<file path="src/hdl/pixel_run_length_encoder_top_defines.svh">
// ----------------------------------------------------------------------------
// Assertion macros for the pixel run-length encoder
// Shared concurrent assertion forms, clocked on clock and idle in reset.
// ----------------------------------------------------------------------------
`ifndef PIXEL_RUN_LENGTH_ENCODER_TOP_DEFINES_SVH
`define PIXEL_RUN_LENGTH_ENCODER_TOP_DEFINES_SVH

// The consequent must hold in the same cycle as the antecedent.
`define PRLE_ASSERT_SAME(label, ante, cons, msg) \
   label: assert property (@(posedge clock) disable iff (reset) (ante) |-> (cons)) \
      else $error(msg);

// The consequent must hold in the cycle after the antecedent.
`define PRLE_ASSERT_NEXT(label, ante, cons, msg) \
   label: assert property (@(posedge clock) disable iff (reset) (ante) |=> (cons)) \
      else $error(msg);

`endif

</file>
<file path="src/hdl/prle_pkg.sv">
// ----------------------------------------------------------------------------
// Pixel run-length encoder package
// Shared constants, packet descriptors and pixel helpers.
// ----------------------------------------------------------------------------
package prle_pkg;

   localparam int PIX_W       = 32;
   localparam int LANES       = 4;
   localparam int RUN_W       = 7;
   localparam int CNT_W       = 3;
   localparam int HDR_W       = 8;
   localparam int MAX_RUN_DEF = 127;

   localparam logic [HDR_W-1:0] HDR_REPEAT = 8'h80;

   // Packet kinds
   localparam logic [1:0] PKT_NONE = 2'd0;
   localparam logic [1:0] PKT_LIT  = 2'd1;
   localparam logic [1:0] PKT_REP  = 2'd2;

   typedef logic [PIX_W-1:0] pixel_type;
   typedef logic [LANES-1:0][PIX_W-1:0] row_type;

   // One packet to be sent. For a literal, tail marks that its last pixel
   // is carried here rather than read from the store.
   typedef struct packed {
      logic [1:0]       kind;
      logic [RUN_W-1:0] count;
      logic             tail;
      pixel_type        pixel;
   } pkt_type;

   typedef struct packed {
      pkt_type pkt_a;
      pkt_type pkt_b;
   } job_type;

   typedef struct packed {
      logic             en;
      logic [RUN_W-1:0] index;
      pixel_type        data;
   } wr_req_type;

   typedef struct packed {
      logic             en;
      logic [RUN_W-1:0] index;
   } rd_req_type;

   typedef struct packed {
      logic             has_header;
      logic [HDR_W-1:0] header_byte;
      logic [CNT_W-1:0] pixel_count;
      row_type          slots;
      logic             last_of_burst;
   } rsp_type;

   function automatic pixel_type visible(pixel_type p, logic with_alpha);
      return with_alpha ? p : {8'h00, p[23:0]};
   endfunction

endpackage

</file>
<file path="src/hdl/prle_store.sv">
// ----------------------------------------------------------------------------
// Literal pixel store
// Row-organised memory, four pixels a row, lane writes and registered reads.
// ----------------------------------------------------------------------------
module prle_store #(
   parameter int MAX_RUN = prle_pkg::MAX_RUN_DEF
) (
   input  logic                   clock,
   input  prle_pkg::wr_req_type   wr_req,
   input  prle_pkg::rd_req_type   rd_req,
   output prle_pkg::row_type      rd_data
);
   import prle_pkg::*;

   localparam int ROWS  = (MAX_RUN + LANES - 1) / LANES;
   localparam int ROW_W = (ROWS > 1) ? $clog2(ROWS) : 1;

   row_type mem [ROWS];
   row_type rd_data_ff;

   always_ff @(posedge clock) begin
      if (wr_req.en) begin
         mem[wr_req.index[ROW_W+1:2]][wr_req.index[1:0]] <= wr_req.data;
      end
   end

   always_ff @(posedge clock) begin
      if (rd_req.en) begin
         rd_data_ff <= mem[rd_req.index[ROW_W+1:2]];
      end
   end

   assign rd_data = rd_data_ff;

endmodule

</file>
<file path="config.mk">
export PLATFORM = sky130hd
export DESIGN_NAME = prle_store
export DESIGN_NICKNAME = d
export VERILOG_FILES = /design/src/hdl/pixel_run_length_encoder_top_defines.svh /design/src/hdl/prle_pkg.sv /design/src/hdl/prle_store.sv
export SDC_FILE = /design/constraint.sdc
export NUM_CORES = 2
export LEC_CHECK = 0
export BUFFER_PORTS_ARGS = -buffer_cell sky130_fd_sc_hd__buf_2
export CORE_MARGIN = 5
export CORE_UTILIZATION = 60
export DETAILED_ROUTE_END_ITERATION = 10
export PLACE_DENSITY = 0.76
export RECOVER_POWER = 100
export SLEW_MARGIN = 20
export SYNTH_ARGS = -nofsm -noshare
export SYNTH_HDL_FRONTEND = slang
export SYNTH_SLANG_ARGS = --single-unit
</file>
<file path="constraint.sdc">
create_clock -name clock -period 3.49 [get_ports clock]
set_input_delay 0.349 -clock clock [delete_from_list [all_inputs] [get_ports clock]]
set_output_delay 0.349 -clock clock [all_outputs]
set_load 0.02 [all_outputs]
</file>
# --- Word level (Yosys, flattened, before mapping) ---
# Memory sizes are Yosys's and may differ from the RTL's. A register that Yosys moved wholly into a read port is not among the register bits.
# Index checks and enable logic that the tools add are counted.
word_totals:
  register_bits: 0
  ram_bits: 4096
  out_inout_bits: 128
  wordCells: 8
  mem_count: 1
classes:
  order_cmp: 2
  muxes: 4
  n_reduce_logical: 1
mem_list:
  columns: ["name", "depth", "word_bits", "read_ports", "rd_ports_with_merged_regs", "wr", "line", "rtl"]
  rows:
  - ["mem", 32, 128, 1, 1, 1, "prle_store.sv:18", "row_type mem [ROWS];"]
op_table:
  columns: ["op", "n"]
  rows:
  - ["128-bit two-way mux", 1]
  - ["32-bit demux with 2-bit select", 1]
  - ["32-bit two-way mux", 1]
  - ["2-bit by 3-bit < comparator with 1-bit output (second input constant)", 1]
  - ["2-bit by 1-bit greater-or-equal comparator with 1-bit output (second input constant)", 1]
  - ["1-bit logical AND", 1]
  - ["1-bit two-way mux", 1]

# --- Logic depth before layout (Yosys ltp) ---
depth:
  word_depth: 5
  mapped_depth: 9
  mapped_depth_nobuf: 4

# --- Least setup slack after synthesis ---
# OpenSTA, ideal clock, no wires.
synth_path:
  path_type: "input -> register"
  startpoint: "input wr_req[32] in the netlist's numbering"
  endpoint: "memory mem[0][0] in the netlist's numbering, enable pin"
  arrival_time_ps: 2524
  slack_ps: 544
  stages: 4
  n_path_buf: 2
  path_cell_list: "or3b_2 -> clkbuf_1 -> clkbuf_1 -> nor2_1"
synth_via:
  elab_chain_cells: 5
  word_cells_on_any_way: 6
  cone_classes: "2 x order compare; 3 x mux; 1 x reduce/logical"
synth_rtl:
  columns: ["element", "line", "rtl"]
  rows:
  - ["from (decl)", "prle_store.sv:9", "input prle_pkg::wr_req_type wr_req,"]
  - ["2-bit by 3-bit < comparator with 1-bit output (implied by the code) or 2-bit by 1-bit greater-or-equal comparator with 1-bit output (tied branches)", "prle_store.sv:23", "mem[wr_req.index[ROW_W+1:2]][wr_req.index[1:0]] <= wr_req.data;"]
  - ["1-bit logical AND (implied by the code)", "prle_store.sv:23", null]
  - ["32-bit two-way mux (implied by the code)", "prle_store.sv:23", null]
  - ["32-bit demux with 2-bit select (*)", "prle_store.sv:23", null]
  - ["128-bit two-way mux (implied by the code) (*)", "prle_store.sv:23", null]
  - ["to (decl)", "prle_store.sv:18", null]
# Mark *: on every way between the ends. The rest lies on a longest branch, timed or not.

# --- Worst setup path after layout ---
layout_path:
  startpoint: "input wr_req[32] in the netlist's numbering"
  endpoint: "memory mem[12][20] in the netlist's numbering, enable pin"
# The elaborated chain is that of the path after synthesis.

==> flow_summary.yaml <==
clocking:
  clk_latency_ps: 990
  clock_sink_count: 4224
  cts-root-buf: "clkbuf_16"
  clock_path_buffers: 4
  ctsResizeCount: 0
  clkTransAtPathRegs_ps: 60
  cts_setup_buffers: 0
  postCtsHoldBufs: 13
  tritoncts: "yes"
  htree_levels: 5
  numCtsBuffers: 412
setup_path:
  critPathCaptureType: "register"
  r2r-start: "mem[15][89]"
  r2r_end: "rd_data[89]"
  r2r_setup_slack_ps: 1490
  cp_cell_sequence: "buf_2 -> or3b_4 -> nor2_1 -> clkbuf_1"
  start_kind: "input port"
  r2r_cells: 3
  crit_arrival_ps: 3400
  critPathKind: "input port to register"
  critPathSlowestCell: "nor2_1"
  cp_num_buf_inv: 2
  cpPeakStageDelay_ps: 1320
  crit_fanout: 32
  worstPathRequired_ps: 4070
  cp_top_family: "simple AND/OR/NAND/NOR gates"
detailed_routing:
  drt-met1-wl_um: 138000
  route.met2.wl_um: 203000
  highest_layer: "met5"
  dr_total_vias: 78639
  wire_per_inst_um: 37.7
  drc: 0
  postRouteAntennaNets: 0
  drt_wl_total_um: 419000
  detail_route.iter0.violations: 12510
  first_pass_iters: 6
  viasPerCell: 7.06
  dr_wl_met3_um: 56600
sta:
  max_clock_freq_mhz: 355
  hold_viol: 0
  finalSetupViolations: 0
  fin_skew_ps: 41.4
  post-route-period-util_pct: 80.7
  slew_violations: 4370
  slew_headroom_pct: -80.1
  final.setup.tns_ps: 0
  max_slew.worst_pin.slew_ps: 2700
  fin_crit_ps: 2820
  rsz0062_at_grt: "false"
grt:
  grt_antenna_before_repair: 29
  grt_pass1_wl_um: 593000
  grt_usage_pct: 31.0
  overflow: 0
  grt_pass1_vias: 80766
  grt_max_degree: 129
logic_synthesis:
  ys_ff_latch: 4224
  synthSimpleGateAreaFrac_pct: 1.21
  synth.most_common_cell: "edfxtp_1"
  avgSynthCellArea_um2: 23.5
  yosys.area_share.xor_xnor_pct: 0
  yosysWarningCount: 0
  yosys-top-cells-count: "edfxtp_1, mux4_2, o22ai_1, mux2i_1, a22oi_1"
  seq_area_frac_synth_pct: 80.5
  synth_top_area_share_pct: 80.5
  synth_compound_gate_area_share_pct: 2.40
  synth_edf_count: 4224
  synth_top_flop_cell: "edfxtp_1"
  synth_top_area_cell: "edfxtp_1"
  syn_nets: 6742
  synthAdderAreaFrac_pct: 0
  syn_inst: 6693
  syn_area_mm2: 0.157
  synth_top_family_by_area: "multiplexers"
  async_reset_ff_share_pct: 0
  netlist_top_cells_area: "edfxtp_1, mux4_2, o22ai_1"
  muxShareOfSynthArea_pct: 14.5
  yosysUniqueCellTypes: 29
placement:
  io_buffers: 174
  hpwl_um: 204000
  place.gp.congestion: 0.797
  place_area_mm2: 0.166
power_and_ir_drop:
  p_total_mw: 104
  leakage_nw: 55.3
  p_per_area_mw_per_mm2: 588
  vdd_drop_max_mv: 0.563
outcome:
  violations: "max-capacitance violations, max-slew violations"
  status: "finished with violations"
final_layout:
  fin_nets: 7349
  drive_above_1_share_pct: 25.8
  area_growth_pct: 12.9
  fin_area_mm2: 0.178
floorplan:
  die_h_um: 522
  core_mm2: 0.262
  die_w_um: 522
  dieArea_mm2: 0.273
  start_util_pct: 60.1
  num_rows: 188
  io_pins: 177
run:
  cap_violations: 106
hold_path:
  hold_path.class: "input port to register"
  holdPathStages: 4
  hold-path-endpoint: "rd_data[73]"
  min_from: "rd_req[4]"
## cell usage in the layout (no fill, tap or decap), drive strengths merged, types with 2 or more instances in the layout
master and instances:
edfxtp 4224, mux4 908, clkbuf 832, o22ai 396, mux2i 232, buf 210, a22oi 174, clkinv 173
nor2 134, nor4 99, nand3 60, bufinv 43, nand2 37, nand4 29, dlygate4sd3 16, diode 11
clkinvlp 10, inv 5, nor3b 4, nor2b 4, nand3b 3, or3b 2, and3 2, and2 2
and3b 2
## cells by family (layout without fill, tap and decap cells)
| group | Yosys count | in the layout |
|---|---|---|
| compound gates | 570 | 570 |
| buf+inv | 376 | 1289 |
| flops | 4224 | 4224 |
| mux | 1140 | 1140 |
| other cells | 0 | 11 |
| simple gates | 383 | 383 |
## flip-flops by register name, summed over array words and instances, names as in the netlist
name and count:
mem 4096, rd_data 128
## final cells by class
cell class	instances	area, um^2
multi-input combinational	2093	29400
sequential	4224	127000
timing repair buffer	569	4080
clock inverter	231	2220
tap	3515	4400
fill	15160	84100
antenna	11	27.5
clock buffer	489	10800
## power by group
part | total, mW | switching [mW] | internal (mW)
clock network | 43.4 | 18.3 | 25.1
logic | 4.65 | 3.05 | 1.60
registers | 56.4 | 0.135 | 56.3
total | 104 | 21.5 | 82.9
## worst reg2reg max path, cell delays in order (launching register included)
cell and delay [ps]:
edfxtp_1 380, mux4_2 470, a22oi_1 210, nand4_1 500
## per-stage QoR
stage	setup WS [ps]	std cells	utilization, %	hold slack [ps]
global route	668	11130	67.9	349
detailed placement	573	10383	63.3	758
floorplan	544	6693	-	448
CTS	1340	11116	68.3	5.45
finish	672	11132	67.9	370
global placement	563	10383	63.3	752
## worst max path at each step
stage / startpoint / to / cells after the start
detailed placement: rd_req[2] / rd_data[101] / 7
global placement: rd_req[2] / rd_data[101] / 7
finish: wr_req[32] / mem[12][20] / 4
CTS: rd_data[73] / rd_data[73] / 1
floorplan: wr_req[32] / mem[0][0] / 4
global route: rd_req[7] / rd_data[109] / 2
## metal layers
metal | vias up | track usage (%)
li1 | 30139 | -
met1 | 40802 | 42.2
met2 | 6478 | 49.7
met3 | 1216 | 7.13
met4 | 4 | 12.5
met5 | - | 0
Note: power is estimated with default switching activity, not from simulation.
