$ cat src/hdl/pixel_run_length_encoder_top_defines.svh
// ----------------------------------------------------------------------------
// Assertion macros for the pixel run-length encoder
// Shared concurrent assertion forms, clocked on clock and idle in reset.
// ----------------------------------------------------------------------------
`ifndef PIXEL_RUN_LENGTH_ENCODER_TOP_DEFINES_SVH
`define PIXEL_RUN_LENGTH_ENCODER_TOP_DEFINES_SVH

// The consequent must hold in the same cycle as the antecedent.
`define PRLE_ASSERT_SAME(label, ante, cons, msg) \
   label: assert property (@(posedge clock) disable iff (reset) (ante) |-> (cons)) \
      else $error(msg);

// The consequent must hold in the cycle after the antecedent.
`define PRLE_ASSERT_NEXT(label, ante, cons, msg) \
   label: assert property (@(posedge clock) disable iff (reset) (ante) |=> (cons)) \
      else $error(msg);

`endif

$ cat src/hdl/prle_pkg.sv
// ----------------------------------------------------------------------------
// Pixel run-length encoder package
// Shared constants, packet descriptors and pixel helpers.
// ----------------------------------------------------------------------------
package prle_pkg;

   localparam int PIX_W       = 32;
   localparam int LANES       = 4;
   localparam int RUN_W       = 7;
   localparam int CNT_W       = 3;
   localparam int HDR_W       = 8;
   localparam int MAX_RUN_DEF = 127;

   localparam logic [HDR_W-1:0] HDR_REPEAT = 8'h80;

   // Packet kinds
   localparam logic [1:0] PKT_NONE = 2'd0;
   localparam logic [1:0] PKT_LIT  = 2'd1;
   localparam logic [1:0] PKT_REP  = 2'd2;

   typedef logic [PIX_W-1:0] pixel_type;
   typedef logic [LANES-1:0][PIX_W-1:0] row_type;

   // One packet to be sent. For a literal, tail marks that its last pixel
   // is carried here rather than read from the store.
   typedef struct packed {
      logic [1:0]       kind;
      logic [RUN_W-1:0] count;
      logic             tail;
      pixel_type        pixel;
   } pkt_type;

   typedef struct packed {
      pkt_type pkt_a;
      pkt_type pkt_b;
   } job_type;

   typedef struct packed {
      logic             en;
      logic [RUN_W-1:0] index;
      pixel_type        data;
   } wr_req_type;

   typedef struct packed {
      logic             en;
      logic [RUN_W-1:0] index;
   } rd_req_type;

   typedef struct packed {
      logic             has_header;
      logic [HDR_W-1:0] header_byte;
      logic [CNT_W-1:0] pixel_count;
      row_type          slots;
      logic             last_of_burst;
   } rsp_type;

   function automatic pixel_type visible(pixel_type p, logic with_alpha);
      return with_alpha ? p : {8'h00, p[23:0]};
   endfunction

endpackage

$ cat src/hdl/prle_plan.sv
// ----------------------------------------------------------------------------
// Run planner
// Holds the lookahead pixel and open run, and plans the packets per pixel.
// ----------------------------------------------------------------------------
module prle_plan #(
   parameter int MAX_RUN = prle_pkg::MAX_RUN_DEF
) (
   input  logic                   clock,
   input  logic                   reset,
   input  logic                   accept,
   input  logic [31:0]            pixel,
   input  logic                   end_of_image,
   input  logic                   with_alpha,
   output prle_pkg::job_type      job,
   output prle_pkg::wr_req_type   wr_req
);
   import prle_pkg::*;

   localparam logic [RUN_W-1:0] MAX_R = RUN_W'(MAX_RUN);

   pixel_type        held_ff, held_in;
   logic             held_valid_ff, held_valid_in;
   logic [RUN_W-1:0] run_ff, run_in;
   logic             repeat_ff, repeat_in;

   logic             same;
   logic [RUN_W-1:0] run_mid;
   logic [RUN_W-1:0] run_app;
   logic             repeat_mid;

   always_comb begin
      same       = visible(held_ff, with_alpha) == visible(pixel, with_alpha);
      run_mid    = run_ff;
      repeat_mid = repeat_ff;
      run_app    = (run_ff < MAX_R) ? run_ff + RUN_W'(1) : run_ff;
      job        = '0;
      wr_req     = '0;

      if (held_valid_ff) begin
         if (repeat_ff) begin
            if (same && run_ff < MAX_R) begin
               run_mid = run_ff + RUN_W'(1);
            end else begin
               job.pkt_a.kind  = PKT_REP;
               job.pkt_a.count = run_ff;
               job.pkt_a.pixel = held_ff;
               repeat_mid      = 1'b0;
               run_mid         = '0;
            end
         end else if (!same) begin
            wr_req.en    = accept && (run_ff < MAX_R);
            wr_req.index = run_ff;
            wr_req.data  = held_ff;
            if (run_app >= MAX_R) begin
               // The literal is full: its last pixel is the one written now.
               job.pkt_a.kind  = PKT_LIT;
               job.pkt_a.count = run_app;
               job.pkt_a.tail  = 1'b1;
               job.pkt_a.pixel = held_ff;
               run_mid         = '0;
            end else begin
               run_mid = run_app;
            end
         end else begin
            if (run_ff != '0) begin
               job.pkt_a.kind  = PKT_LIT;
               job.pkt_a.count = run_ff;
            end
            repeat_mid = 1'b1;
            run_mid    = RUN_W'(2);
         end
      end

      if (end_of_image) begin
         if (repeat_mid) begin
            job.pkt_b.kind  = PKT_REP;
            job.pkt_b.count = run_mid;
            job.pkt_b.pixel = pixel;
         end else begin
            // The final pixel closes the literal, carried in the descriptor.
            job.pkt_b.kind  = PKT_LIT;
            job.pkt_b.count = (run_mid < MAX_R) ? run_mid + RUN_W'(1) : run_mid;
            job.pkt_b.tail  = run_mid < MAX_R;
            job.pkt_b.pixel = pixel;
         end
      end

      held_in       = held_ff;
      held_valid_in = held_valid_ff;
      run_in        = run_ff;
      repeat_in     = repeat_ff;
      if (accept) begin
         if (end_of_image) begin
            held_in       = '0;
            held_valid_in = 1'b0;
            run_in        = '0;
            repeat_in     = 1'b0;
         end else begin
            held_in       = pixel;
            held_valid_in = 1'b1;
            run_in        = run_mid;
            repeat_in     = repeat_mid;
         end
      end
   end

   always_ff @(posedge clock) begin
      if (reset) begin
         held_ff       <= '0;
         held_valid_ff <= 1'b0;
         run_ff        <= '0;
         repeat_ff     <= 1'b0;
      end else begin
         held_ff       <= held_in;
         held_valid_ff <= held_valid_in;
         run_ff        <= run_in;
         repeat_ff     <= repeat_in;
      end
   end

endmodule

$ cat config.mk
export PLATFORM = sky130hd
export DESIGN_NAME = prle_plan
export DESIGN_NICKNAME = d
export VERILOG_FILES = /design/src/hdl/pixel_run_length_encoder_top_defines.svh /design/src/hdl/prle_pkg.sv /design/src/hdl/prle_plan.sv
export SDC_FILE = /design/constraint.sdc
export NUM_CORES = 1
export LEC_CHECK = 0
export ABC_AREA = 1
export BUFFER_PORTS_ARGS = -buffer_cell sky130_fd_sc_hd__buf_2
export CAP_MARGIN = 15
export CORE_ASPECT_RATIO = 0.9
export CORE_MARGIN = 2
export CORE_UTILIZATION = 40
export DETAILED_ROUTE_END_ITERATION = 8
export PLACE_DENSITY = 0.69
export SYNTH_ARGS = -nofsm -noshare
export SYNTH_HDL_FRONTEND = slang
export SYNTH_SLANG_ARGS = --single-unit
$ cat constraint.sdc
create_clock -name clock -period 5.3 [get_ports clock]
set_input_delay 0.795 -clock clock [delete_from_list [all_inputs] [get_ports clock]]
set_output_delay 0.795 -clock clock [all_outputs]
set_load 0.02 [all_outputs]
After elaboration in Yosys (flattened, before gate mapping). Cells that the tools add are included.

Output and inout bits: 124. Input bits: 37. Bits in registers: 41.

Magnitude comparators: 3. Muxes and demuxes: 33. Equal/unequal tests: 1. Reduce and logical (&&, ||, !) cells: 3. Add/subtract/negate cells: 2.

Operator list (count): $mux W32 (5); $mux W40 (3); $mux W42 (2); $mux W7 (8); $mux W41 (1); $mux W9 (4); $mux W33 (1); $eq A32 B32 Y1 (1); $add A7 B1 Y7 const B (2); $lt A7 B7 Y1 const B (2); $mux W1 (8); $mux W8 (1); $ge A7 B7 Y1 const B (1); $reduce_bool A7 Y1 (1); $logic_and A1 B1 Y1 (2).

Logic depth before layout (Yosys ltp).
Depth after elaboration: 11. Depth in mapped cells: 22. Mapped depth without buffers: 22.

Worst setup path after synthesis. No wires, ideal clock.

Kind: in2out. From: input port with_alpha. To: output port job[37] in the netlist's numbering. Setup slack: 1.673 ns. Data arrival time: 2.832 ns. Stages: 21. Cell sequence: buf_6 -> buf_6 -> nand3_2 -> nand2_1 -> nor2_1 -> nand2_1 -> nor2_2 -> nand4_1 -> nand2_2 -> buf_6 -> nand3_1 -> inv_1 -> ha_1 -> inv_1 -> nor2_2 -> nand2_1 -> nand2_1 -> nand2_1 -> nand3_1 -> nand2_1 -> nor2_1.

RTL lines: start, declared (RTL line prle_plan.sv:13) `input logic with_alpha,`; end, declared (RTL line prle_plan.sv:14) `output prle_pkg::job_type job,`.

==> metrics <==
outcome=completed; largest net degree at the start of global routing=42; Seq/Total Area, Yosys=between 20% and 30%; Hold Vio Cnt, Final=0; Crit path buffers/inverters=5; Die Span Y=roughly 96 um; total chip power=around 0.74 mW; synth cell count leaders=nand2_1, inv_1, nor2_1; CP Depth=21; CTS Root Cell=clkbuf_8; Initial Util=between 40 and 50%; Max Freq=255 MHz; CTS HTree Levels=2; drt pass-1 iters=4; endpoint class of the critical path=primary output; Yosys top cell area share=between 20% and 30%; synth top area cells=nand2_1, dfxtp_1, inv_1; Resize count post-CTS=0; Antenna Violating Nets Remaining=0; Total GRT Usage=21.0%; WL/cell=11.1 um; Slowest cell on crit path=nand2_2; initial antenna violation count=0; Max-slew headroom=33.5%; HP Class=reg2reg; antenna diode count=0; max cap viols=0; GRT overflow=0; Worst path most repeated cell=nand2_1; dpl hpwl=8.14 mm; die footprint=10,200 um^2; CP startpoint kind=input pin; area leader, netlist=nand2_1; share of layout cells above drive strength 1=25.2%; Main synth FF type=dfxtp_1; final net count=891; DIE WIDTH=about 110 um; routed via count=4,527; most common cell in the netlist=nand2_1; Pins Over Slew Limit=0; setup tns final=0 ns; arrival time worst endpoint=3.13 ns; Netlist cell types=38; maximum fanout along the worst path=12; Avg Cell Area, Syn=between 5 and 6 um^2; Post-Syn Nets=749; Setup Buffers After CTS=0; clock sink count=between 40 and 50; P_leak=2.74 nW; CTS tree=built; Peak VDD IR=0.0889 mV; critical path's top delay family=simple AND/OR/NAND/NOR gates; Iteration-0 DRC Markers=171; area grow syn2layout=25.1%; Worst Reg-to-Reg Cells=14; first-pass GRT wire length=17.5 mm; Rows=33; Core ar.=9130 um^2; clock slew at reported path FFs=0.09 ns; WS Path Type=in2out; WHS Path Cells=2; setup violators final=0; RePlAce Congestion=0.920; crit-path cells=buf_2 -> inv_1 -> nand2_1 -> nand2_1 -> nor2_1 -> nand2_1 -> nor2_1 -> nand4_1 -> nand2_2 -> nand3_1 -> inv_1 -> ha_1 -> inv_1 -> nor2_2 -> nand2_1 -> nand2_1 -> nand2_1 -> nand3_1 -> nand2_1 -> nor2_1 -> buf_2; Post-Syn Instances=approximately 710; Detailed Route WL=10.8 mm; CP max stage delay=0.26 ns; period utilization=about three quarters; clock buffer depth=2; ys async rst share=0%; Post-synth EDFFs=0; flops & latches, synth=41; routed vias/inst=4.65; Remaining DRCs=0; worst-margin pin slew=0.996 ns; Tmin final=roughly 3.9 ns; Yosys warning count=0; Power per Cell Area=157 nW/um^2; clock skew=0.00796 ns; RSZ-0062 raised after global routing=false; Synth Cell Area=3770 um^2; Worst-Skew Late Latency=0.30 ns; clock buffer count from CTS=5; worst path required time=~4.5 ns; boundary pin count=161; port bufs=160; Hold Buf Count CTS=0; vias in the first global route=3,790
==> per-layer routing <==
| metal | vias up | track usage (%) | wire length [um] |
|---|---|---|---|
| met2 | 136 | 35.2 | 4840 |
| li1 | 2403 | - | - |
| met1 | 1967 | 27.8 | 5110 |
| met5 | - | 0 | 0 |
| met3 | 21 | 3.45 | 678 |
| met4 | 0 | 6.69 | 210 |
==> flip-flops by register name, indices dropped and copies added (netlist names) <==
name           flops
held_ff           32
held_valid_ff      1
repeat_ff          1
run_ff             7
==> cells in the final DEF (no fill, tap or decap), types with 2 or more instances in the layout <==
| cell type | instances |
|---|---|
| ha_1 | 3 |
| xnor2_1 | 3 |
| a21oi_1 | 44 |
| nor2_1 | 112 |
| xor2_1 | 5 |
| nand4_1 | 4 |
| nand2_2 | 5 |
| buf_4 | 3 |
| inv_1 | 123 |
| nor3_1 | 2 |
| nand3_1 | 31 |
| nand3_2 | 9 |
| clkbuf_8 | 5 |
| o21ai_1 | 3 |
| a21oi_2 | 2 |
| nor2_4 | 4 |
| o21ai_0 | 9 |
| inv_2 | 5 |
| buf_2 | 160 |
| dfxtp_1 | 41 |
| nand2_4 | 3 |
| clkinv_1 | 2 |
| nand2_1 | 245 |
| nor2_2 | 11 |
| o221ai_1 | 2 |
| o22ai_1 | 2 |
==> report_power, final <==
part,total (mW),switching (mW),leakage (nW),internal [mW]
registers,0.329,0.0104,0.334,0.319
clock network,0.218,0.124,0.0445,0.0937
logic,0.193,0.130,2.36,0.0629
total,0.740,0.265,2.74,0.475
==> final cells by class <==
| cell class | count | area (um^2) |
|---|---|---|
| tap | 122 | 153 |
| clock buffer | 5 | 68.8 |
| timing repair buffer | 163 | 823 |
| fill | 1012 | 4410 |
| clock inverter | 3 | 21.3 |
| sequential | 41 | 821 |
| inverter | 131 | 494 |
| multi-input combinational | 509 | 2330 |
==> stage by stage <==
| stage | area, um^2 | util, % | hold WS, ns | setup slack [ns] | instances |
|---|---|---|---|---|---|
| 3_5_place_dp | 4620 | 50.7 | 0.471 | 1.39 | 966 |
| 5_1_grt | 4710 | 51.6 | 0.499 | 0.933 | 974 |
| 2_1_floorplan | 3770 | - | 0.458 | 1.67 | 709 |
| 3_3_place_gp | 4620 | 50.7 | 0.473 | 1.42 | 966 |
| 6_report | 4710 | 51.6 | 0.485 | 1.38 | 974 |
| 4_1_cts | 4710 | 51.6 | 0.485 | 1.38 | 974 |
==> worst register-to-register path: stages (launching register included) <==
cell     delay (ns)
dfxtp_1        0.50
ha_1           0.24
nand2_2        0.08
o21ai_0        0.16
nand2_1        0.10
nand2_1        0.09
nand2_1        0.07
nor2_2         0.11
nand2_2        0.10
nand2_1        0.07
nand2_1        0.06
a21oi_2        0.24
inv_1          0.12
nand2_1        0.07
a21oi_1        0.07
==> cells by family after synthesis <==
| logic type | Yosys count | share of synthesized area, % |
|---|---|---|
| and+or+nand+nor | 430 | 48.7 |
| buffers and inverters | 159 | 16.5 |
| AOI/OAI and AO/OA | 68 | 10.1 |
| DFF | 41 | 21.8 |
| xor gates and xnor gates | 8 | 1.86 |
| adders and majority gates | 3 | 0.996 |
==> worst paths after layout <==
path	startpoint	endpoint	slack (ns)
setup / recovery	pixel[9]	job[37]	1.38
hold / removal	held_ff[10]$_SDFFE_PP0P_	held_ff[10]$_SDFFE_PP0P_	0.48
setup reg to reg	run_ff[0]$_SDFFE_PP0P_	run_ff[1]$_SDFFE_PP0P_	3.09
hold reg to reg	held_ff[10]$_SDFFE_PP0P_	held_ff[10]$_SDFFE_PP0P_	0.48
Power figures use the tool's default switching activity.
