**src/hdl/pixel_run_length_encoder_top_defines.svh**
```systemverilog
// ----------------------------------------------------------------------------
// Assertion macros for the pixel run-length encoder
// Shared concurrent assertion forms, clocked on clock and idle in reset.
// ----------------------------------------------------------------------------
`ifndef PIXEL_RUN_LENGTH_ENCODER_TOP_DEFINES_SVH
`define PIXEL_RUN_LENGTH_ENCODER_TOP_DEFINES_SVH

// The consequent must hold in the same cycle as the antecedent.
`define PRLE_ASSERT_SAME(label, ante, cons, msg) \
   label: assert property (@(posedge clock) disable iff (reset) (ante) |-> (cons)) \
      else $error(msg);

// The consequent must hold in the cycle after the antecedent.
`define PRLE_ASSERT_NEXT(label, ante, cons, msg) \
   label: assert property (@(posedge clock) disable iff (reset) (ante) |=> (cons)) \
      else $error(msg);

`endif

```
**src/hdl/prle_pkg.sv**
```systemverilog
// ----------------------------------------------------------------------------
// Pixel run-length encoder package
// Shared constants, packet descriptors and pixel helpers.
// ----------------------------------------------------------------------------
package prle_pkg;

   localparam int PIX_W       = 32;
   localparam int LANES       = 4;
   localparam int RUN_W       = 7;
   localparam int CNT_W       = 3;
   localparam int HDR_W       = 8;
   localparam int MAX_RUN_DEF = 127;

   localparam logic [HDR_W-1:0] HDR_REPEAT = 8'h80;

   // Packet kinds
   localparam logic [1:0] PKT_NONE = 2'd0;
   localparam logic [1:0] PKT_LIT  = 2'd1;
   localparam logic [1:0] PKT_REP  = 2'd2;

   typedef logic [PIX_W-1:0] pixel_type;
   typedef logic [LANES-1:0][PIX_W-1:0] row_type;

   // One packet to be sent. For a literal, tail marks that its last pixel
   // is carried here rather than read from the store.
   typedef struct packed {
      logic [1:0]       kind;
      logic [RUN_W-1:0] count;
      logic             tail;
      pixel_type        pixel;
   } pkt_type;

   typedef struct packed {
      pkt_type pkt_a;
      pkt_type pkt_b;
   } job_type;

   typedef struct packed {
      logic             en;
      logic [RUN_W-1:0] index;
      pixel_type        data;
   } wr_req_type;

   typedef struct packed {
      logic             en;
      logic [RUN_W-1:0] index;
   } rd_req_type;

   typedef struct packed {
      logic             has_header;
      logic [HDR_W-1:0] header_byte;
      logic [CNT_W-1:0] pixel_count;
      row_type          slots;
      logic             last_of_burst;
   } rsp_type;

   function automatic pixel_type visible(pixel_type p, logic with_alpha);
      return with_alpha ? p : {8'h00, p[23:0]};
   endfunction

endpackage

```
**src/hdl/prle_emit.sv**
```systemverilog
// ----------------------------------------------------------------------------
// Packet emitter
// Sends the planned packets as results, reading literal rows from the store.
// ----------------------------------------------------------------------------
`include "pixel_run_length_encoder_top_defines.svh"

module prle_emit (
   input  logic                   clock,
   input  logic                   reset,
   input  logic                   start,
   input  prle_pkg::job_type      job,
   input  logic                   with_alpha,
   output logic                   busy,
   output prle_pkg::rd_req_type   rd_req,
   input  prle_pkg::row_type      rd_data,
   output logic                   rsp_valid,
   input  logic                   rsp_ready,
   output prle_pkg::rsp_type      rsp_data
);
   import prle_pkg::*;

   localparam logic [1:0] ST_IDLE = 2'd0;
   localparam logic [1:0] ST_PKT  = 2'd1;
   localparam logic [1:0] ST_READ = 2'd2;

   logic [1:0]       state_ff, state_in;
   job_type          job_ff, job_in;
   logic             phase_ff, phase_in;
   logic [RUN_W-1:0] idx_ff, idx_in;
   logic             out_valid_ff, out_valid_in;
   rsp_type          out_ff, out_in;

   pkt_type          cur;
   logic             final_pkt;
   logic [RUN_W-1:0] remain;
   logic             last_chunk;
   logic [CNT_W-1:0] chunk;
   logic             slot_free;
   logic             pkt_done;
   logic [RUN_W:0]   pos;
   logic [RUN_W:0]   tail_pos;
   pixel_type        slot_pix;

   always_comb begin
      cur        = phase_ff ? job_ff.pkt_b : job_ff.pkt_a;
      final_pkt  = phase_ff || (job_ff.pkt_b.kind == PKT_NONE);
      remain     = cur.count - idx_ff;
      last_chunk = remain <= RUN_W'(LANES);
      chunk      = last_chunk ? CNT_W'(remain) : CNT_W'(LANES);
      slot_free  = !out_valid_ff || rsp_ready;
      tail_pos   = (RUN_W+1)'(cur.count) - (RUN_W+1)'(1);
      pos        = '0;
      slot_pix   = '0;

      state_in     = state_ff;
      job_in       = job_ff;
      phase_in     = phase_ff;
      idx_in       = idx_ff;
      out_valid_in = out_valid_ff && !rsp_ready;
      out_in       = out_ff;
      rd_req       = '0;
      pkt_done     = 1'b0;

      case (state_ff)
         ST_IDLE: begin
            if (start) begin
               job_in   = job;
               phase_in = job.pkt_a.kind == PKT_NONE;
               idx_in   = '0;
               if (job.pkt_a.kind != PKT_NONE || job.pkt_b.kind != PKT_NONE) begin
                  state_in = ST_PKT;
               end
            end
         end
         ST_PKT: begin
            if (slot_free) begin
               case (cur.kind)
                  PKT_REP: begin
                     out_in.has_header    = 1'b1;
                     out_in.header_byte   = HDR_REPEAT | HDR_W'(cur.count);
                     out_in.pixel_count   = CNT_W'(1);
                     out_in.slots         = '0;
                     out_in.slots[0]      = visible(cur.pixel, with_alpha);
                     out_in.last_of_burst = final_pkt;
                     out_valid_in         = 1'b1;
                     pkt_done             = 1'b1;
                  end
                  PKT_LIT: begin
                     rd_req.en    = 1'b1;
                     rd_req.index = idx_ff;
                     state_in     = ST_READ;
                  end
                  default: begin
                     pkt_done = 1'b1;
                  end
               endcase
            end
         end
         ST_READ: begin
            // The output register was freed when the read was issued.
            out_in.has_header    = idx_ff == '0;
            out_in.header_byte   = (idx_ff == '0) ? HDR_W'(cur.count) : '0;
            out_in.pixel_count   = chunk;
            out_in.last_of_burst = last_chunk && final_pkt;
            for (int j = 0; j < LANES; j++) begin
               pos = (RUN_W+1)'(idx_ff) + (RUN_W+1)'(j);
               if (CNT_W'(j) < chunk) begin
                  slot_pix = (cur.tail && pos == tail_pos) ? cur.pixel : rd_data[j];
                  out_in.slots[j] = visible(slot_pix, with_alpha);
               end else begin
                  out_in.slots[j] = '0;
               end
            end
            out_valid_in = 1'b1;
            if (last_chunk) begin
               pkt_done = 1'b1;
            end else begin
               idx_in   = idx_ff + RUN_W'(LANES);
               state_in = ST_PKT;
            end
         end
         default: begin
            state_in = ST_IDLE;
         end
      endcase

      if (pkt_done) begin
         if (final_pkt) begin
            state_in = ST_IDLE;
         end else begin
            phase_in = 1'b1;
            idx_in   = '0;
            state_in = ST_PKT;
         end
      end
   end

   always_ff @(posedge clock) begin
      if (reset) begin
         state_ff     <= ST_IDLE;
         out_valid_ff <= 1'b0;
         phase_ff     <= 1'b0;
         idx_ff       <= '0;
      end else begin
         state_ff     <= state_in;
         out_valid_ff <= out_valid_in;
         phase_ff     <= phase_in;
         idx_ff       <= idx_in;
      end
   end

   always_ff @(posedge clock) begin
      job_ff <= job_in;
      out_ff <= out_in;
   end

   assign busy      = state_ff != ST_IDLE;
   assign rsp_valid = out_valid_ff;
   assign rsp_data  = out_ff;

   `PRLE_ASSERT_SAME(a_read_slot_free, state_ff == ST_READ, !out_valid_ff, "read lands on a full output register")
   `PRLE_ASSERT_SAME(a_count_range, out_valid_ff, out_ff.pixel_count != '0 && out_ff.pixel_count <= CNT_W'(LANES), "bad pixel count")
   `PRLE_ASSERT_SAME(a_header_zero, out_valid_ff && !out_ff.has_header, out_ff.header_byte == '0, "header byte without header")
   `PRLE_ASSERT_NEXT(a_read_follows, rd_req.en, state_ff == ST_READ, "store read without capture")

endmodule

```
**config.mk**
```make
export PLATFORM = sky130hd
export DESIGN_NAME = prle_emit
export DESIGN_NICKNAME = d
export VERILOG_FILES = /design/src/hdl/prle_pkg.sv /design/src/hdl/prle_emit.sv
export VERILOG_INCLUDE_DIRS = /design/src /design/src/hdl
export SDC_FILE = /design/constraint.sdc
export NUM_CORES = 1
export LEC_CHECK = 0
export BUFFER_PORTS_ARGS = -buffer_cell sky130_fd_sc_hd__buf_2
export CAP_MARGIN = 25
export CORE_ASPECT_RATIO = 0.7
export CORE_MARGIN = 2
export CORE_UTILIZATION = 57
export CTS_BUF_LIST = sky130_fd_sc_hd__clkbuf_8
export DETAILED_ROUTE_END_ITERATION = 16
export MAX_ROUTING_LAYER = met4
export PLACE_DENSITY = 0.89
export SYNTH_ARGS = -nofsm -noshare
export SYNTH_HDL_FRONTEND = slang
export SYNTH_SLANG_ARGS = --single-unit
export TNS_END_PERCENT = 50
```
**constraint.sdc**
```tcl
create_clock -name clock -period 19.01 [get_ports clock]
set_clock_uncertainty 0.1 [all_clocks]
set_input_delay 0.9505 -clock clock [delete_from_list [all_inputs] [get_ports clock]]
set_output_delay 0.9505 -clock clock [all_outputs]
set_load 0.005 [all_outputs]
```
==> Word-level counts from Yosys, hierarchy flattened <==
Cells that the tools add are included.
Widths: inputs -> output; s select.
{ "classes": {"n_mux": 46, "reduce_logical": 22, "n_eq_ne": 15, "n_addsub": 6, "order_cmp": 5} }
{ "ops": {"columns": ["op", "n"], "rows": [
  ["$mux 32", 13],
  ["$mux 141", 2],
  ["$pmux 141 s2", 1],
  ["$mux 42", 1],
  ["$mux 7", 5],
  ["$eq 8x8->1", 3],
  ["$mux 8", 3],
  ["$add 7x2->8 const B", 2],
  ["$ne 3x3->1 const B", 5],
  ["$pmux 7 s2", 1],
  ["$mux 2", 6],
  ["$mux 1", 10],
  ["$add 7x1->8 const B", 1],
  ["$eq 7x8->1", 1],
  ["$reduce_bool 2->1", 4],
  ["$sub 7x1->8 const B", 1],
  ["$add 7x3->7 const B", 1],
  ["$le 7x3->1 const B", 1],
  ["$logic_not 7->1", 1],
  ["$sub 7x7->7", 1],
  ["$logic_and 1x1->1", 6],
  ["$logic_not 2->1", 3],
  ["$lt 1x3->1 const A", 2],
  ["$lt 2x3->1 const A", 2],
  ["12 further kinds", 18]
]} }
{ "word_totals": {"inputBits": 217, "wordCells": 114, "out_inout_bits": 151, "regBits": 236} }

==> Depth between registers and ports, before layout <==
Gate-level depths: netlist (run 1).
{ "logic_depth": {"depth_word": 8, "ltp_mapped": 17, "mapped_depth_nobuf": 11} }

==> Worst setup path after synthesis (run 1) <==
Ideal clock, no wire load.
{ "synth_path": {"kind": "input port to flip-flop", "startpoint": "input rsp_ready", "endpoint": "register out_ff (netlist bit rsp_data[0]), enable pin", "required_time_ps": 18220, "slack_ps": 10074, "setup_time_ps": 690, "cell_stages": 3, "arrival_time_ps": 8146, "cell_sequence": "nand2b_1 > nand2_1 > o22ai_1"} }
{ "synth_between": {"elab_chain_cells": 3} }
{ "synth_lines": {"columns": ["element", "line", "rtl"], "rows": [
  ["start: declaration", "prle_emit.sv:17", "input logic rsp_ready,"],
  ["$logic_or 1x1->1", "prle_emit.sv:50", "slot_free = !out_valid_ff || rsp_ready;"],
  ["$ne 2x2->1 (no line)", null, null],
  ["$reduce_and 3->1 (no line)", null, null],
  ["end signal: assignment", "prle_emit.sv:154", "out_ff <= out_in;"],
  ["end: declaration", "prle_emit.sv:31", "rsp_type out_ff, out_in;"]
]} }
Every way passes these cells.
A chain may end at the register's enable or synchronous reset.

==> Final worst setup path (run 1) <==
{ "layout_path": {"startpoint": "register phase_ff", "endpoint": "register out_ff (netlist bit rsp_data[120]) (data pin)"} }
{ "layout_between": {"elab_chain_cells": 8} }
{ "layout_lines": {"columns": ["element", "line", "rtl"], "rows": [
  ["start: declaration", "prle_emit.sv:28", "logic phase_ff, phase_in;"],
  ["start signal: assignment", "prle_emit.sv:147", "phase_ff <= phase_in;"],
  ["$mux 42 *", "prle_emit.sv:45", "cur = phase_ff ? job_ff.pkt_b : job_ff.pkt_a;"],
  ["parallel branches: the longest is 5 deep, another holds $sub 7x7->7", null, null],
  ["$mux 32 *", "prle_emit.sv:107", "if (CNT_W'(j) < chunk) begin"],
  ["$pmux 141 s2 *", "prle_emit.sv:64", "case (state_ff)"]
]} }
Every way passes the cells marked *.

==> results.json, run 1 <==
{
  "syn_inst": 824,
  "h-tree-depth": 2,
  "avgViaCountPerCell": 6.042,
  "multiInputGateArea_sq_um": 3726,
  "slew_violations": 0,
  "power_density_nw_per_um2": 122.2,
  "cts_tree": "done",
  "gr-total-overflow": 0,
  "synth_cell_types": 61,
  "initial_core_util_pct": 58.27,
  "finalSetupViolations": 0,
  "nNetsFinal": 1426,
  "layout_min_cycle_time_ns": 4.957,
  "post_cts_buffers": 0,
  "maxSlewHeadroom_pct": 31.58,
  "ys_seq_area_share_pct": 63.29,
  "ys_warn_count": 0,
  "fillers": 1305,
  "whs_path_depth": 2,
  "wire_per_inst_um": 22.43,
  "grt_pass1_wl_um": 48220,
  "irDropWorstVdd_mv": 0.07571,
  "fin_setup_tns_ns": 0,
  "ant_nets": 0,
  "final_cells": 1461,
  "drt_pass1_iterations": 5,
  "synth_area_per_cell_sq_um": 13.38,
  "fmax_mhz": 201.8,
  "track_usage_pct": 32.45,
  "rrSetupSlack_ns": 14.05,
  "num_rows": 42,
  "core_sq_um": 18920,
  "synth.ff_latch_count": 236,
  "netlist_top_cells_count": "225 x edfxtp_1, 96 x nor2_1, 47 x a21oi_1, 43 x mux2i_1, 40 x nand3_1",
  "timing.final.crit_share_pct": 26.07,
  "die_area_sq_um": 20480,
  "place_congestion": 1.009,
  "drive_above_1_share_pct": 39.24,
  "end_kind": "flip-flop",
  "final_hold_viol_count": 0,
  "clk_pin_slew_worst_paths_ns": 0.06,
  "synth.most_common_cell": "edfxtp_1",
  "layout_setup_ws_ns": 14.05,
  "place_inst": 1392,
  "path_class": "flip-flop to flip-flop",
  "clock_sinks": 236,
  "seq_area_sq_um": 6980,
  "cts_buffers": 37,
  "grt_max_degree": 80,
  "synth_area_leader_cell": "edfxtp_1",
  "portBuffers": 367,
  "reg2reg_from": "phase_ff",
  "min_to": "state_ff[1]",
  "cts_max_path_buffers": 3,
  "synth_edf_count": 225,
  "vias": 8827,
  "start_kind": "flip-flop",
  "dp_hpwl_um": 22940,
  "cp.required_ns": 19.13,
  "synth_ff_type": "edfxtp_1",
  "rr_worst_depth": 11,
  "tightest_slew_ns": 1.026,
  "r2r-end": "rsp_data[120]",
  "netlist_area_sq_um": 11020,
  "drc": 0,
  "cts_root_buf": "clkbuf_8",
  "rsz0062_at_grt": "no",
  "die_y_um": 120.4,
  "area_delta_synth_final_pct": 24.30,
  "cts_resized": 0,
  "worstSkewPairLatency_ns": 0.52,
  "hold_buffers": 0,
  "leakagePower_nw": 5.326,
  "grt_pass1_vias": 8719,
  "die_x_um": 170.2,
  "cp.arrival_ns": 5.08,
  "hold_path.class": "flip-flop to flip-flop",
  "syn-num-nets": 1060,
  "cap_violations": 0,
  "drt_iter0_drc": 880,
  "synthTopCellsByArea": "edfxtp_1 61%, mux2i_1 3.9%, a211oi_2 3.3%, nor2_1 3.3%, a211oi_1 2.7%",
  "wl_um": 32770,
  "hp-start": "state_ff[1]",
  "antenna_found_initial": 0,
  "cp_max_fo": 53,
  "status": "finished, final reports clean",
  "preCtsSetupSlack_ns": 14.17,
  "synthArstFlopShare_pct": 0,
  "yosysTopAreaCellShare_pct": 61.29,
  "io_pins": 368
}
-- registers in the layout, indices dropped and copies added (netlist names) --
name,cells
job_ff,84
rsp_valid,1
phase_ff,1
idx_ff,7
rsp_data,141
state_ff,2
-- metrics by stage --
stage                     hold slack, ns  instance area (sq um)  power (mW)  utilization (%)
after floorplan                   0.3917                  11020       1.102                -
after global placement            0.4351                  13030       1.271            68.88
after detailed placement          0.4420                  13030       1.287            68.88
after CTS                         0.4535                  13680       1.673            72.33
after global routing              0.4792                  13700       1.752            72.41
final                             0.4511                  13700       1.674            72.43
-- report_power, final --
group / switching, mW / leakage, nW / internal, mW / total (mW)
combinational: 0.328 / 2.76 / 0.175 / 0.503
clock: 0.196 / 0.359 / 0.190 / 0.387
sequential: 0.0506 / 2.20 / 0.734 / 0.784
total: 0.575 / 5.33 / 1.10 / 1.67
-- layout make-up --
| class | count | share of cell area (%) |
|---|---|---|
| well taps | 242 | 2.210 |
| inverters | 27 | 0.7488 |
| clock buffers | 39 | 3.917 |
| multi-input cells | 509 | 27.19 |
| clock inverters | 28 | 0.8492 |
| diodes | 1 | 0.01826 |
| repair buffers | 379 | 14.12 |
| flip-flops and latches | 236 | 50.95 |
-- worst max path at each step --
stage          startpoint       endpoint  slack [ns]  cells past startpoint
3_3_place_gp     phase_ff  rsp_data[120]       14.31                     11
3_5_place_dp     phase_ff  rsp_data[120]       14.17                     11
5_1_grt          phase_ff   rsp_data[57]       13.74                     11
4_1_cts          phase_ff  rsp_data[120]       14.16                     11
2_1_floorplan   rsp_ready    rsp_data[0]       10.07                      3
6_report         phase_ff  rsp_data[120]       14.05                     11
-- worst max-delay path, cell delays in order, from the launching register on --
cell and delay, ns:
dfxtp_4 0.97, mux2i_1 0.41, ha_1 0.22, inv_1 0.05
fa_1 0.53, nand2b_1 0.21, a32oi_1 0.16, o221ai_1 0.16
a211oi_2 0.76, nand2b_1 0.26, nand2_2 0.68, a211oi_1 0.11
-- per-layer routing --
layer  vias up  part of all wire, %  GRT usage [%]  wire, um
li1       3906                    -              -         -
met1      4239                   38          40.53     12530
met2       586                   47          51.42     15550
met3        96                   11          8.380      3529
met4         0                  3.5          12.61      1163
met5         -                    0              -         0
-- cell usage in the layout, fill, tap and decap left out, types with 3 or more instances in the layout --
master,netlist,routed
clkinv_2,0,4
nand2_1,19,18
a211oi_1,39,39
nor3b_1,10,10
xnor3_1,3,3
o21a_1,4,4
xor2_1,7,7
a211oi_2,29,29
or3_1,3,3
nand3_1,40,40
mux2i_1,43,43
nor3_1,14,14
and3_1,3,3
a21o_1,3,3
nand2b_1,4,4
and3b_1,32,32
clkinv_1,0,15
o21ai_0,10,10
o211ai_1,3,3
dfxtp_1,11,10
buf_4,4,11
o2bb2ai_1,23,23
xnor2_1,8,8
buf_2,14,367
ha_1,18,18
a31o_2,8,8
clkbuf_8,0,39
nor2_1,96,96
a21oi_1,47,46
edfxtp_1,225,225
inv_1,27,34
-- kinds of logic after synthesis --
| family | Yosys count | share of synthesized area (%) |
|---|---|---|
| buf+inv | 79 | 3.258 |
| compound gates | 188 | 13.75 |
| mux | 45 | 4.211 |
| fa+ha+maj | 19 | 2.225 |
| xor+xnor | 20 | 2.100 |
| flops | 236 | 63.29 |
| simple gates | 237 | 11.17 |
No activity file was read; power rests on OpenSTA's default activity.
==> inputs of run 2 (changes only) <==
CORE_UTILIZATION = 53   (was 57)
PLACE_DENSITY = 0.83   (was 0.89)
clock period = 5.1 ns   (was 19.01 ns; I/O delays follow)
==> results.json, run 2 (synthesized netlist as in run 1, its figures left out) <==
{
  "p_sw_share_pct": 34.27,
  "rsz0062_at_grt": "no",
  "num_rows": 44,
  "portBuffers": 367,
  "grt_pass1_wl_um": 53990,
  "start_kind": "flip-flop",
  "cp.arrival_ns": 4.90,
  "core_sq_um": 20590,
  "clk_pin_slew_worst_paths_ns": 0.07,
  "cts_tree": "done",
  "worst-path-stages": 8,
  "grt_pass1_vias": 9482,
  "hp-start": "rd_data[114]",
  "drt_pass1_iterations": 7,
  "hold_path.class": "input pin to flip-flop",
  "combPwrFrac_pct": 31.6,
  "gr-total-overflow": 0,
  "grt_max_degree": 65,
  "timing.final.crit_share_pct": 91.34,
  "drive_above_1_share_pct": 35.77,
  "nNetsFinal": 1564,
  "fillers": 1299,
  "post_cts_buffers": 0,
  "fmax_mhz": 214.7,
  "wire_per_inst_um": 22.39,
  "ant_nets": 0,
  "cts_buffers": 37,
  "power.internal_mw": 4.239,
  "path_class": "flip-flop to flip-flop",
  "die_x_um": 176.4,
  "largest_reg_flops": 141,
  "slowest_delay_ns": 0.85,
  "fin_setup_tns_ns": 0,
  "cts_max_path_buffers": 3,
  "worstSkewPairLatency_ns": 0.53,
  "finalSetupViolations": 0,
  "r2r-end": "rsp_data[13]",
  "end_kind": "flip-flop",
  "p_sw_mw": 2.210,
  "vias": 9454,
  "cts_root_buf": "clkbuf_8",
  "dp_hpwl_um": 23230,
  "initial_core_util_pct": 53.54,
  "crit_family": "simple AND/OR/NAND/NOR gates",
  "final_cell_mix": "367 x buf_2, 225 x edfxtp_1, 136 x dlygate4sd3_1",
  "clock_sinks": 236,
  "avgViaCountPerCell": 5.786,
  "tightest_slew_ns": 0.9387,
  "maxSlewHeadroom_pct": 37.20,
  "drc": 0,
  "status": "finished, final reports clean",
  "final_hold_viol_count": 0,
  "layout_min_cycle_time_ns": 4.658,
  "power_density_nw_per_um2": 424.4,
  "seq_power_share_pct": 45.0,
  "final_common_cell": "buf_2",
  "cp_max_fo": 34,
  "place_congestion": 0.9950,
  "cp.required_ns": 5.35,
  "crit_path_top_delay_cell": "and2_2",
  "die_area_sq_um": 21990,
  "leakagePower_nw": 5.933,
  "power_frac_clock_pct": 23.4,
  "drt_iter0_drc": 973,
  "antenna_found_initial": 5,
  "hold_buffers": 136,
  "rr_worst_depth": 8,
  "cp_num_buf_inv": 1,
  "finalPower_mw": 6.449,
  "io_pins": 368,
  "reg2reg_from": "phase_ff",
  "whs_ns": 0.01996,
  "rrSetupSlack_ns": 0.44,
  "cap_violations": 0,
  "crit_chain": "buf_4 > nor4b_1 > nor2_1 > nand2_1 > a2bb2oi_1 > o41a_2 > and2_2 > o2bb2ai_1",
  "wl_um": 36580,
  "slew_violations": 0,
  "min_to": "rsp_data[115]",
  "h-tree-depth": 2,
  "whs_path_depth": 3,
  "area_delta_synth_final_pct": 37.84,
  "irDropWorstVdd_mv": 0.2747,
  "cts_resized": 0,
  "track_usage_pct": 33.54,
  "die_y_um": 124.7
}
==> run 2: changes by cell type in the layout (fill, tap and decap cells not counted), sizes merged <==
cell | before | now
bufinv | 0 | 1
dlygate4sd3 | 0 | 136
clkinv | 19 | 15
buf | 379 | 381
diode | 1 | 5
==> run 2: how the worst max path moves through the flow <==
stage / startpoint / endpoint / slack (ns)
floorplan: phase_ff / rsp_data[25] / 0.74
global placement: phase_ff / rsp_data[95] / 0.86
detailed placement: phase_ff / rsp_data[30] / 0.59
CTS: phase_ff / rsp_data[31] / 0.57
global route: phase_ff / rsp_data[19] / 0.26
finish: phase_ff / rsp_data[13] / 0.44
==> run 2: layer usage <==
layer  wire (um)  vias up  global-route usage (%)  part of all wire, %
li1            -     4189                       -                    -
met1       13680     4530                   41.00                   37
met2       17960      638                   55.11                   49
met3        3811       97                   7.967                   10
met4        1126        0                   11.28                  3.1
met5           0        -                       -                    0
==> run 2: area by class of cell <==
cell class	count	area, sq um	area share, %
clock buffer	39	536.8	3.533
antenna	5	12.51	0.08235
clock inverter	25	135.1	0.8893
timing repair buffer	517	3356	22.08
inverter	27	102.6	0.6752
tap	276	345.3	2.273
multi-input combinational	509	3726	24.52
sequential	236	6980	45.94
==> run 2: power by group through the flow <==
stage          combinational (mW)  sequential, mW  clock, mW
2_1_floorplan                1.11            2.94          0
3_5_place_dp                 1.89            2.92          0
3_3_place_gp                 1.82            2.92          0
5_1_grt                      2.18            2.93       1.62
6_report                     2.04            2.90       1.51
4_1_cts                      1.98            2.89       1.52
==> run 2: through the flow <==
step | setup WS, ns | utilization [%] | cell area, sq um | cells
3_5_place_dp | 0.5877 | 63.76 | 13130 | 1428
3_3_place_gp | 0.8593 | 63.50 | 13070 | 1426
4_1_cts | 0.5650 | 73.64 | 15160 | 1628
2_1_floorplan | 0.7413 | - | 11040 | 824
5_1_grt | 0.2561 | 73.80 | 15190 | 1634
6_report | 0.4416 | 73.80 | 15190 | 1634
==> run 2: worst register-to-register path, cell delays in order (launching register included) <==
cell	delay, ns
dfxtp_4	0.68
buf_4	0.56
nor4b_1	0.61
nor2_1	0.17
nand2_1	0.12
a2bb2oi_1	0.39
o41a_2	0.77
and2_2	0.85
o2bb2ai_1	0.24
